### config.mk
export PLATFORM = sky130hd
export DESIGN_NAME = qmvp_post
export DESIGN_NICKNAME = d
export VERILOG_FILES = /design/src/rtl/core/quantized_u8_matrix_vector_product_core_assert.svh /design/src/rtl/core/qmvp_pkg.sv /design/src/rtl/core/qmvp_post.sv
export SDC_FILE = /design/constraint.sdc
export NUM_CORES = 1
export LEC_CHECK = 0
export BUFFER_PORTS_ARGS = -buffer_cell sky130_fd_sc_hd__buf_2
export CAP_MARGIN = 20
export CORE_UTILIZATION = 30
export DETAILED_ROUTE_END_ITERATION = 6
export GPL_ROUTABILITY_DRIVEN = 0
export PLACE_DENSITY_LB_ADDON = 0.12
export SETUP_SLACK_MARGIN = 0.05
export SYNTH_ARGS = -nofsm -noshare
export SYNTH_HDL_FRONTEND = slang
export SYNTH_SLANG_ARGS = --single-unit
### constraint.sdc
create_clock -name clk -period 7.1 [get_ports clk]
set_input_delay 0.71 -clock clk [delete_from_list [all_inputs] [get_ports clk]]
set_output_delay 0.71 -clock clk [all_outputs]
set_load 0.01 [all_outputs]
### src/rtl/core/quantized_u8_matrix_vector_product_core_assert.svh
// ----------------------------------------------------------------------------
// quantized_u8_matrix_vector_product_core assertion macros
// Clocked property checks with reset disable; empty when NO_ASSERTIONS is set.
// ----------------------------------------------------------------------------
`ifndef QUANTIZED_U8_MATRIX_VECTOR_PRODUCT_CORE_ASSERT_SVH
`define QUANTIZED_U8_MATRIX_VECTOR_PRODUCT_CORE_ASSERT_SVH
`ifndef NO_ASSERTIONS
// Same-cycle implication
`define QMVP_ASSERT_IMPL(label, clk, rst_n, ante, cons, msg) \
    label: assert property (@(posedge clk) disable iff (!rst_n) (ante) |-> (cons)) \
        else $error(msg);
// Next-cycle implication
`define QMVP_ASSERT_NEXT(label, clk, rst_n, ante, cons, msg) \
    label: assert property (@(posedge clk) disable iff (!rst_n) (ante) |=> (cons)) \
        else $error(msg);
`else
`define QMVP_ASSERT_IMPL(label, clk, rst_n, ante, cons, msg)
`define QMVP_ASSERT_NEXT(label, clk, rst_n, ante, cons, msg)
`endif
`endif

### src/rtl/core/qmvp_pkg.sv
// ----------------------------------------------------------------------------
// qmvp_pkg
// Types and constants shared by the quantized matrix-vector product core.
// ----------------------------------------------------------------------------
`default_nettype none

package qmvp_pkg;

    localparam int ROW_LENGTH_W = 13;
    localparam int CFG_INDEX_W  = 3;

    // Configuration register indexes
    localparam logic [CFG_INDEX_W-1:0] CFG_MATRIX_ZP    = 3'd0;
    localparam logic [CFG_INDEX_W-1:0] CFG_VECTOR_ZP    = 3'd1;
    localparam logic [CFG_INDEX_W-1:0] CFG_ROW_LENGTH   = 3'd2;
    localparam logic [CFG_INDEX_W-1:0] CFG_BIAS_EN      = 3'd3;
    localparam logic [CFG_INDEX_W-1:0] CFG_REQUANT_EN   = 3'd4;
    localparam logic [CFG_INDEX_W-1:0] CFG_SCALE_MULT   = 3'd5;
    localparam logic [CFG_INDEX_W-1:0] CFG_SCALE_SHIFT  = 3'd6;

    // Operation codes
    localparam logic OP_LOAD   = 1'b0;
    localparam logic OP_MATRIX = 1'b1;

    typedef struct packed {
        logic [7:0]              matrix_zp;
        logic [7:0]              vector_zp;
        logic [ROW_LENGTH_W-1:0] row_length;
        logic                    bias_en;
        logic                    requant_en;
        logic [30:0]             scale_mult;
        logic [4:0]              scale_shift;
    } cfg_t;

    localparam cfg_t CFG_RESET = '{
        matrix_zp:   8'd0,
        vector_zp:   8'd0,
        row_length:  13'd1,
        bias_en:     1'b0,
        requant_en:  1'b0,
        scale_mult:  31'd1073741824,
        scale_shift: 5'd0
    };

    // Row-end job handed to the post-processing unit
    typedef struct packed {
        logic        start;
        logic [31:0] dot;
        logic [31:0] rsum;
        logic [31:0] vsum;
        logic [31:0] bias;
    } post_cmd_t;

    typedef struct packed {
        logic        done;
        logic [31:0] value;
    } post_rsp_t;

endpackage

`default_nettype wire

### src/rtl/core/qmvp_post.sv
// ----------------------------------------------------------------------------
// qmvp_post
// Row-end correction, bias and optional Q31 requantization, one step a cycle until the result is taken.
// ----------------------------------------------------------------------------
`default_nettype none

module qmvp_post #(
    parameter int LEN_W = 13
) (
    input  wire logic              clk,
    input  wire logic              rst_n,
    input  wire qmvp_pkg::cfg_t    cfg,
    input  wire logic [LEN_W-1:0]  len_eff,
    input  wire qmvp_pkg::post_cmd_t cmd,
    input  wire logic              take,
    output qmvp_pkg::post_rsp_t    rsp
);
    import qmvp_pkg::*;

    typedef enum logic [6:0] {
        ST_IDLE = 7'b0000001,
        ST_PROD = 7'b0000010,
        ST_CORR = 7'b0000100,
        ST_RAW  = 7'b0001000,
        ST_QMUL = 7'b0010000,
        ST_QRND = 7'b0100000,
        ST_DONE = 7'b1000000
    } state_t;

    state_t state_reg, state_next;

    logic [31:0] dot_reg, rsum_reg, vsum_reg, bias_reg;
    logic [31:0] t1_reg, t2_reg, acc_reg, zzl_reg;
    logic [15:0] zz_reg;
    logic [31:0] result_reg;
    logic [61:0] prod_reg;
    logic        neg_reg;

    logic [31:0] t1_next, t2_next, acc_next, raw_next;
    logic [15:0] zz_next;
    logic [LEN_W+15:0] zzl_full;
    logic [61:0] qprod;
    logic [63:0] rnd_sum, rq;
    logic [6:0]  rnd_pos, sh_amt;
    logic [31:0] clamp_next;

    assign t1_next  = 32'(rsum_reg * {24'd0, cfg.vector_zp});
    assign t2_next  = 32'(vsum_reg * {24'd0, cfg.matrix_zp});
    assign zz_next  = cfg.matrix_zp * cfg.vector_zp;
    assign zzl_full = zz_reg * len_eff;
    assign acc_next = dot_reg - t1_reg - t2_reg + (cfg.bias_en ? bias_reg : 32'd0);
    assign raw_next = acc_reg + zzl_reg;

    // Negative values clamp to zero, so only the low 31 bits need scaling
    assign qprod   = {31'd0, result_reg[30:0]} * {31'd0, cfg.scale_mult};
    assign rnd_pos = 7'd30 + {2'd0, cfg.scale_shift};
    assign sh_amt  = 7'd31 + {2'd0, cfg.scale_shift};
    assign rnd_sum = {2'd0, prod_reg} + (64'd1 << rnd_pos);
    assign rq      = rnd_sum >> sh_amt;

    always_comb
    begin
        if (neg_reg)
        begin
            clamp_next = 32'd0;
        end
        else if (rq > 64'd255)
        begin
            clamp_next = 32'd255;
        end
        else
        begin
            clamp_next = {24'd0, rq[7:0]};
        end
    end

    always_comb
    begin
        state_next = state_reg;
        unique case (state_reg)
            ST_IDLE: if (cmd.start) state_next = ST_PROD;
            ST_PROD: state_next = ST_CORR;
            ST_CORR: state_next = ST_RAW;
            ST_RAW:  state_next = cfg.requant_en ? ST_QMUL : ST_DONE;
            ST_QMUL: state_next = ST_QRND;
            ST_QRND: state_next = ST_DONE;
            ST_DONE: if (take) state_next = ST_IDLE;
            default: state_next = ST_IDLE;
        endcase
    end

    always_ff @(posedge clk or negedge rst_n)
    begin
        if (!rst_n)
        begin
            state_reg <= ST_IDLE;
        end
        else
        begin
            state_reg <= state_next;
        end
    end

    always_ff @(posedge clk)
    begin
        if (state_reg == ST_IDLE && cmd.start)
        begin
            dot_reg  <= cmd.dot;
            rsum_reg <= cmd.rsum;
            vsum_reg <= cmd.vsum;
            bias_reg <= cmd.bias;
        end
        if (state_reg == ST_PROD)
        begin
            t1_reg <= t1_next;
            t2_reg <= t2_next;
            zz_reg <= zz_next;
        end
        if (state_reg == ST_CORR)
        begin
            acc_reg <= acc_next;
            zzl_reg <= zzl_full[31:0];
        end
        if (state_reg == ST_RAW)
        begin
            result_reg <= raw_next;
        end
        if (state_reg == ST_QMUL)
        begin
            prod_reg <= qprod;
            neg_reg  <= result_reg[31];
        end
        if (state_reg == ST_QRND)
        begin
            result_reg <= clamp_next;
        end
    end

    assign rsp.done  = (state_reg == ST_DONE);
    assign rsp.value = result_reg;

endmodule

`default_nettype wire

==> results of run 1 <==
## routing by layer
metal | vias to the layer above | share of wire (%)
li1 | 5687 | -
met3 | 14 | 2.8
met1 | 5441 | 50
met4 | 0 | 0.73
met2 | 121 | 46
met5 | - | 0
## cells by family (layout without fill, tap and decap cells)
kind of cell / Yosys count / count (layout) / synth area share [%]
XOR/XNOR: 52 / 52 / 3.15
adder cells (fa/ha/maj): 461 / 461 / 48.1
AO/OA/AOI/OAI: 211 / 211 / 9.89
buffers and inverters: 358 / 504 / 9.77
AND/OR/NAND/NOR: 486 / 486 / 16.3
other: 1 / 43 / 0.0255
multiplexers: 13 / 13 / 1.34
flip-flops: 57 / 57 / 11.4
## cell usage after synthesis, types with 7 or more instances
cell type	number	area share, %
a211oi_1	8	0.41
a21o_1	28	1.4
a21oi_1	57	1.9
a31oi_1	10	0.43
and2_1	118	5.0
buf_4	24	1.2
clkbuf_1	41	1.0
edfxtp_1	50	10
fa_1	172	23
ha_1	289	25
inv_1	288	7.4
nand2_1	184	4.7
nand2b_1	10	0.43
nand3_1	24	0.82
nand4_1	10	0.43
nor2_1	70	1.8
nor2b_1	16	0.68
nor3_1	19	0.65
nor3b_1	9	0.46
o21a_1	7	0.36
o21ai_0	36	1.2
o21bai_1	7	0.36
xnor2_1	38	2.3
xor2_1	13	0.78
## where the power goes
group	switching (W)	total, W	internal, W
Clock	0.000152	0.000455	0.000303
Combinational	0.00223	0.00451	0.00228
Sequential	0.0000122	0.000542	0.000529
Total	0.00239	0.00550	0.00311
## area by class of cell
class                   instances  area (sq um)  share of cell area, %
repair buffers                198          1630                   9.14
clock buffers                   9           225                   1.26
inverters                     290          1090                   6.09
clock inverters                 7          85.1                  0.476
multi-input cells            1266         12400                   69.4
flip-flops and latches         57          1680                   9.38
well taps                     615           769                   4.30
## through the flow
step | hold slack [ps] | setup WS (ps) | total power (W) | area [sq um] | TNS, ps
finish | 197 | 194 | 0.00550 | 17900 | 0
global placement | 490 | -533 | 0.00436 | 16600 | -3450
CTS | 189 | 43.7 | 0.00528 | 17500 | 0
floorplan | 414 | 52.3 | 0.00308 | 14900 | 0
global route | 199 | -53.6 | 0.00617 | 17900 | -86.1
detailed placement | 490 | -475 | 0.00432 | 16600 | -2880
## worst paths after layout
path | start | end | slack, ps | cells after the start
worst max-delay path | result_reg[5] | prod_reg[39] | 190 | 28
min in group clk | state_reg[1] | state_reg[1] | 500 | 1
worst min register to register | state_reg[1] | state_reg[1] | 500 | 1
worst min-delay path | rst_n | state_reg[6] | 200 | 1
worst max register to register | result_reg[5] | prod_reg[39] | 190 | 28
max in group asynchronous | rst_n | state_reg[0] | 6680 | 1
## timing repair
item,in CTS,in global routing
setup endpoints to repair,12,7
resized for setup,88,61
pin swaps,81,39
setup buffers,16,3
gates cloned,2,1
==> results.ini, run 1 <==
[run_status]
outcome=finished, final reports clean

[synth]
synth_edf_count=50
ys.flop_type=edfxtp_1
yosysWarnings=0
synth_cell_type_count=82
synthCells=1639
ys_seq_elements=57
avgSynthCellArea_sq_um=8.96
async_flop_share_pct=12.3
netlist_area_sq_mm=0.0147
yosysSeqAreaShare_pct=11.4

[clock_tree]
h-tree-depth=3
holdBufCountCts=0
ctsLongestPathBuffers=2
root_buffer=clkbuf_16
clk_pin_slew_worst_paths_ps=50
cts_inserted_buffers=9
clk_latency_ps=340
cts.sinks=57
cts_tree=done

[power_and_ir_drop]
max-vdd-ir-drop_mv=0.184
p_leak_nw=9.06
p_per_area_mw_per_mm2=308

[worst_setup_path]
cp-start-kind=register
cp.required_ps=7180
cpMostUsedCell=inv_2
cp_num_buf_inv=7
cpPeakStageDelay_ps=570
arrival_ps=6990
cp-end-kind=register
crit_family=adder cells
crit_type=register to register
crit_slowest_cell=fa_1
crit_fanout=4

[detailed_routing]
ant_nets=0
routed_wl_mm=36.1
firstDrtPassIters=5
via_count=11300
drt_iter0_drc=467
drc_errors=0
via_per_inst=4.61
wl_per_cell_um=14.8

[sta]
setup_viol=0
finalHoldViolations=0
worstMarginPinSlew_ps=549
min_period_ps=6910
slew_violations=0
skew_ps=7.73
slew_headroom_pct=63.4
grt_setup_unrepaired=yes
clock.fmax_mhz=145
fin_crit_sh_pct=97.3

[floorplanning]
rows=80
chipHeight_um=223
start_util_pct=30.6
die_area_sq_mm=0.0498
fp.dieW_um=223
core_area_sq_mm=0.0480
io_pins=245

[layout]
final_common_cell=inv_1
final_layout_size_suffix_gt1_share_pct=19.4
finalNetCount=2495
layoutNonFillerInstCount=2442
largest_reg_flops=42
insertedDiodeCount=0
syn_to_final_growth_pct=21.8
utilization_pct=37.2
fill_cells=4945
final_cell_mix=inv_1, ha_1, nand2_1

[placed_design]
hpwl_mm=30.0
portBuffers=49
dp_cells=2404

[global_route]
gr-usage-met2_pct=25.0
antenna_found_initial=1
use_met3_pct=1.58
use_met1_pct=20.6
grt_remaining_overflow=0
grt_max_degree=44
grt_pass1_wl_mm=59.5
busiest_layer=met2
grt_use_total_pct=14.8
grt_pass1_vias=11600

[hold_path]
hold_path.class=primary input to async pin

[run]
max-cap-violations=0

No activity file was read; power rests on OpenSTA's default activity.
==> inputs of run 2 (changes only) <==
- CORE_UTILIZATION: 30 -> 54
- REMOVE_ABC_BUFFERS: unset -> 1
==> run 2 against run 1 <==
Effect of this change:
- global-route usage grew 8.4 points
- first-iteration DRC count grew 7.9%
- power shrank 8.4%
- non-clock buffer count shrank 17
- via count grew 1.8%
- combinational power shrank 10%
- sequential power is essentially flat
- clock skew is essentially flat
- die area shrank 44%
- final cell count shrank 12%
- critical path depth grew 1
- critical endpoint is now prod_reg[40]
- largest power group unchanged
==> results.ini, run 2 (synthesis gave the netlist of run 1 again) <==
[run_status]
outcome=finished, final reports clean  ; unchanged

[sta]
setup_viol=0  ; unchanged
worstMarginPinSlew_ps=542  ; was 549 ps
finalHoldViolations=0  ; unchanged
clock.fmax_mhz=143  ; was 145 MHz
slew_headroom_pct=63.9  ; was 63.4%
fin_tns_setup_ps=0  ; unchanged
grt_setup_unrepaired=yes  ; unchanged
slew_violations=0  ; unchanged
min_period_ps=6980  ; was 6910 ps
worst_slack_ps=124  ; was 194 ps
fin_crit_sh_pct=98.2  ; was 97.3%
skew_ps=7.82  ; was 7.73 ps

[worst_setup_path]
crit_fanout=4  ; unchanged
cp.required_ps=7180  ; about the same
cp-start-kind=primary input  ; was register
crit_slowest_cell=fa_1  ; unchanged
crit_type=primary input to register  ; was register to register
cp-end-kind=register  ; unchanged
arrival_ps=7060  ; was 6990 ps
cpPeakStageDelay_ps=550  ; was 570 ps

[placed_design]
dp_cells=2096  ; was 2404
portBuffers=49  ; unchanged
hpwl_mm=25.6  ; was 30.0 mm
pre_cts_ws_ps=-562  ; was -475 ps

[clock_tree]
clk_latency_ps=330  ; was 340 ps
holdBufCountCts=0  ; unchanged
h-tree-depth=3  ; unchanged
clk_pin_slew_worst_paths_ps=50  ; about the same
cts_inserted_buffers=9  ; unchanged
root_buffer=clkbuf_16  ; unchanged
cts_tree=done  ; unchanged
cts.sinks=57  ; unchanged
ctsLongestPathBuffers=2  ; unchanged

[floorplanning]
chipHeight_um=167  ; was 223 um
fp.dieW_um=167  ; was 223 um
start_util_pct=55.7  ; was 30.6%
rows=59  ; was 80
die_area_sq_mm=0.0279  ; was 0.0498 sq mm
io_pins=245  ; unchanged
core_area_sq_mm=0.0264  ; was 0.0480 sq mm

[power_and_ir_drop]
p_seq_share_pct=10.8  ; was 9.8%
p_int_w=0.00279  ; was 0.00311 W
p_comb_share_pct=80.6  ; was 81.9%
p_sw_w=0.00224  ; was 0.00239 W
p_leak_nw=8.93  ; was 9.06 nW
p_per_area_mw_per_mm2=295  ; was 308 mW/mm^2
p_sw_share_pct=44.5  ; was 43.5%
max-vdd-ir-drop_mv=0.247  ; was 0.184 mV
clockPowerShare_pct=8.7  ; was 8.3%

[global_route]
grt_max_degree=44  ; unchanged
grt_pass1_vias=11500  ; was 11.6k
antenna_found_initial=0  ; was 1
grt_use_total_pct=23.2  ; was 14.8%
grt_pass1_wl_mm=53.1  ; was 59.5 mm
grt_remaining_overflow=0  ; unchanged

[layout]
largest_reg_flops=42  ; unchanged
final_layout_size_suffix_gt1_share_pct=16.2  ; was 19.4%
finalNetCount=2478  ; was 2495
final_common_cell=inv_1  ; unchanged
final_cell_mix=inv_1, ha_1, nand2_1  ; unchanged
utilization_pct=64.7  ; was 37.2%
layoutNonFillerInstCount=2149  ; was 2442
syn_to_final_growth_pct=16.2  ; was 21.8%
fill_cells=2198  ; was 4945

[detailed_routing]
drc_errors=0  ; unchanged
ant_nets=0  ; unchanged
via_per_inst=5.33  ; was 4.61
firstDrtPassIters=5  ; unchanged
wl_per_cell_um=14.4  ; was 14.8 um
drt_iter0_drc=504  ; was 467
routed_wl_mm=31.0  ; was 36.1 mm
via_count=11500  ; was 11.3k

[run]
max-cap-violations=0  ; unchanged

[hold_path]
hold_path.class=primary input to async pin  ; unchanged

## run 2: changes by cell type in the layout (fill, tap and decap cells not counted), sizes merged
cell	previous run	this run
clkinvlp	0	1
bufinv	2	1
diode	0	4
buf	196	180
clkinv	6	2
clkbuf	10	13
## run 2: power groups by stage
stage	clock network, W	registers (W)	logic (W)
after detailed placement	0	0.000551	0.00356
after global routing	0.000462	0.000544	0.00463
after global placement	0	0.000549	0.00352
after floorplan	0	0.000552	0.00250
final	0.000436	0.000542	0.00406
after CTS	0.000448	0.000542	0.00373
## run 2: cell type report
cell class	count	area (sq um)	area share [%]
Timing Repair Buffer	181	1420	8.32
Inverter	290	1090	6.38
Clock inverter	3	41.3	0.242
Antenna cell	4	10.0	0.0587
Clock buffer	13	260	1.53
Multi-Input combinational cell	1266	12100	71.2
Tap cell	335	419	2.46
Sequential cell	57	1680	9.83
## run 2: what timing repair did
action	in CTS	in global routing
resized for setup	23	81
buffers inserted	24	9
endpoints found under the setup margin	9	12
pin swaps	28	57
gates cloned	1	0
## run 2: worst max-delay path: cells and delay by family
kind / cells / cell delay, ps
buf+inv: 8 / 650
fa+ha+maj: 9 / 3680
compound gates: 8 / 1490
simple gates: 3 / 410
xor+xnor: 1 / 130
## run 2: final timing paths
| kind | start | endpoint | slack, ps | depth (start not counted) |
|---|---|---|---|---|
| worst min-delay path | rst_n | state_reg[2] | 210 | 1 |
| worst max-delay path | cfg[9] | prod_reg[40] | 120 | 29 |
| max in group asynchronous | rst_n | state_reg[0] | 6650 | 1 |
| min in group clk | state_reg[0] | state_reg[1] | 520 | 2 |
| worst max register to register | result_reg[4] | prod_reg[40] | 160 | 29 |
| worst min register to register | state_reg[0] | state_reg[1] | 520 | 2 |
## run 2: routing by layer
metal  GRT usage [%]  wire length [um]  part of all wire [%]  vias to the layer above
met2            40.0             15000                    48                      200
met3            2.00              1030                   3.3                       33
met1            31.7             14500                    47                     5583
li1                -                 -                     -                     5645
met4            5.35               510                   1.6                        0
met5               0                 0                     0                        -
## run 2: metrics by stage
step           cell area (sq um)  hold slack, ps  total power (W)
5_1_grt                    17100             206          0.00563
3_5_place_dp               16000             511          0.00411
6_report                   17100             210          0.00504
4_1_cts                    16600             200          0.00472
3_3_place_gp               16000             487          0.00407
2_1_floorplan              14500             414          0.00305
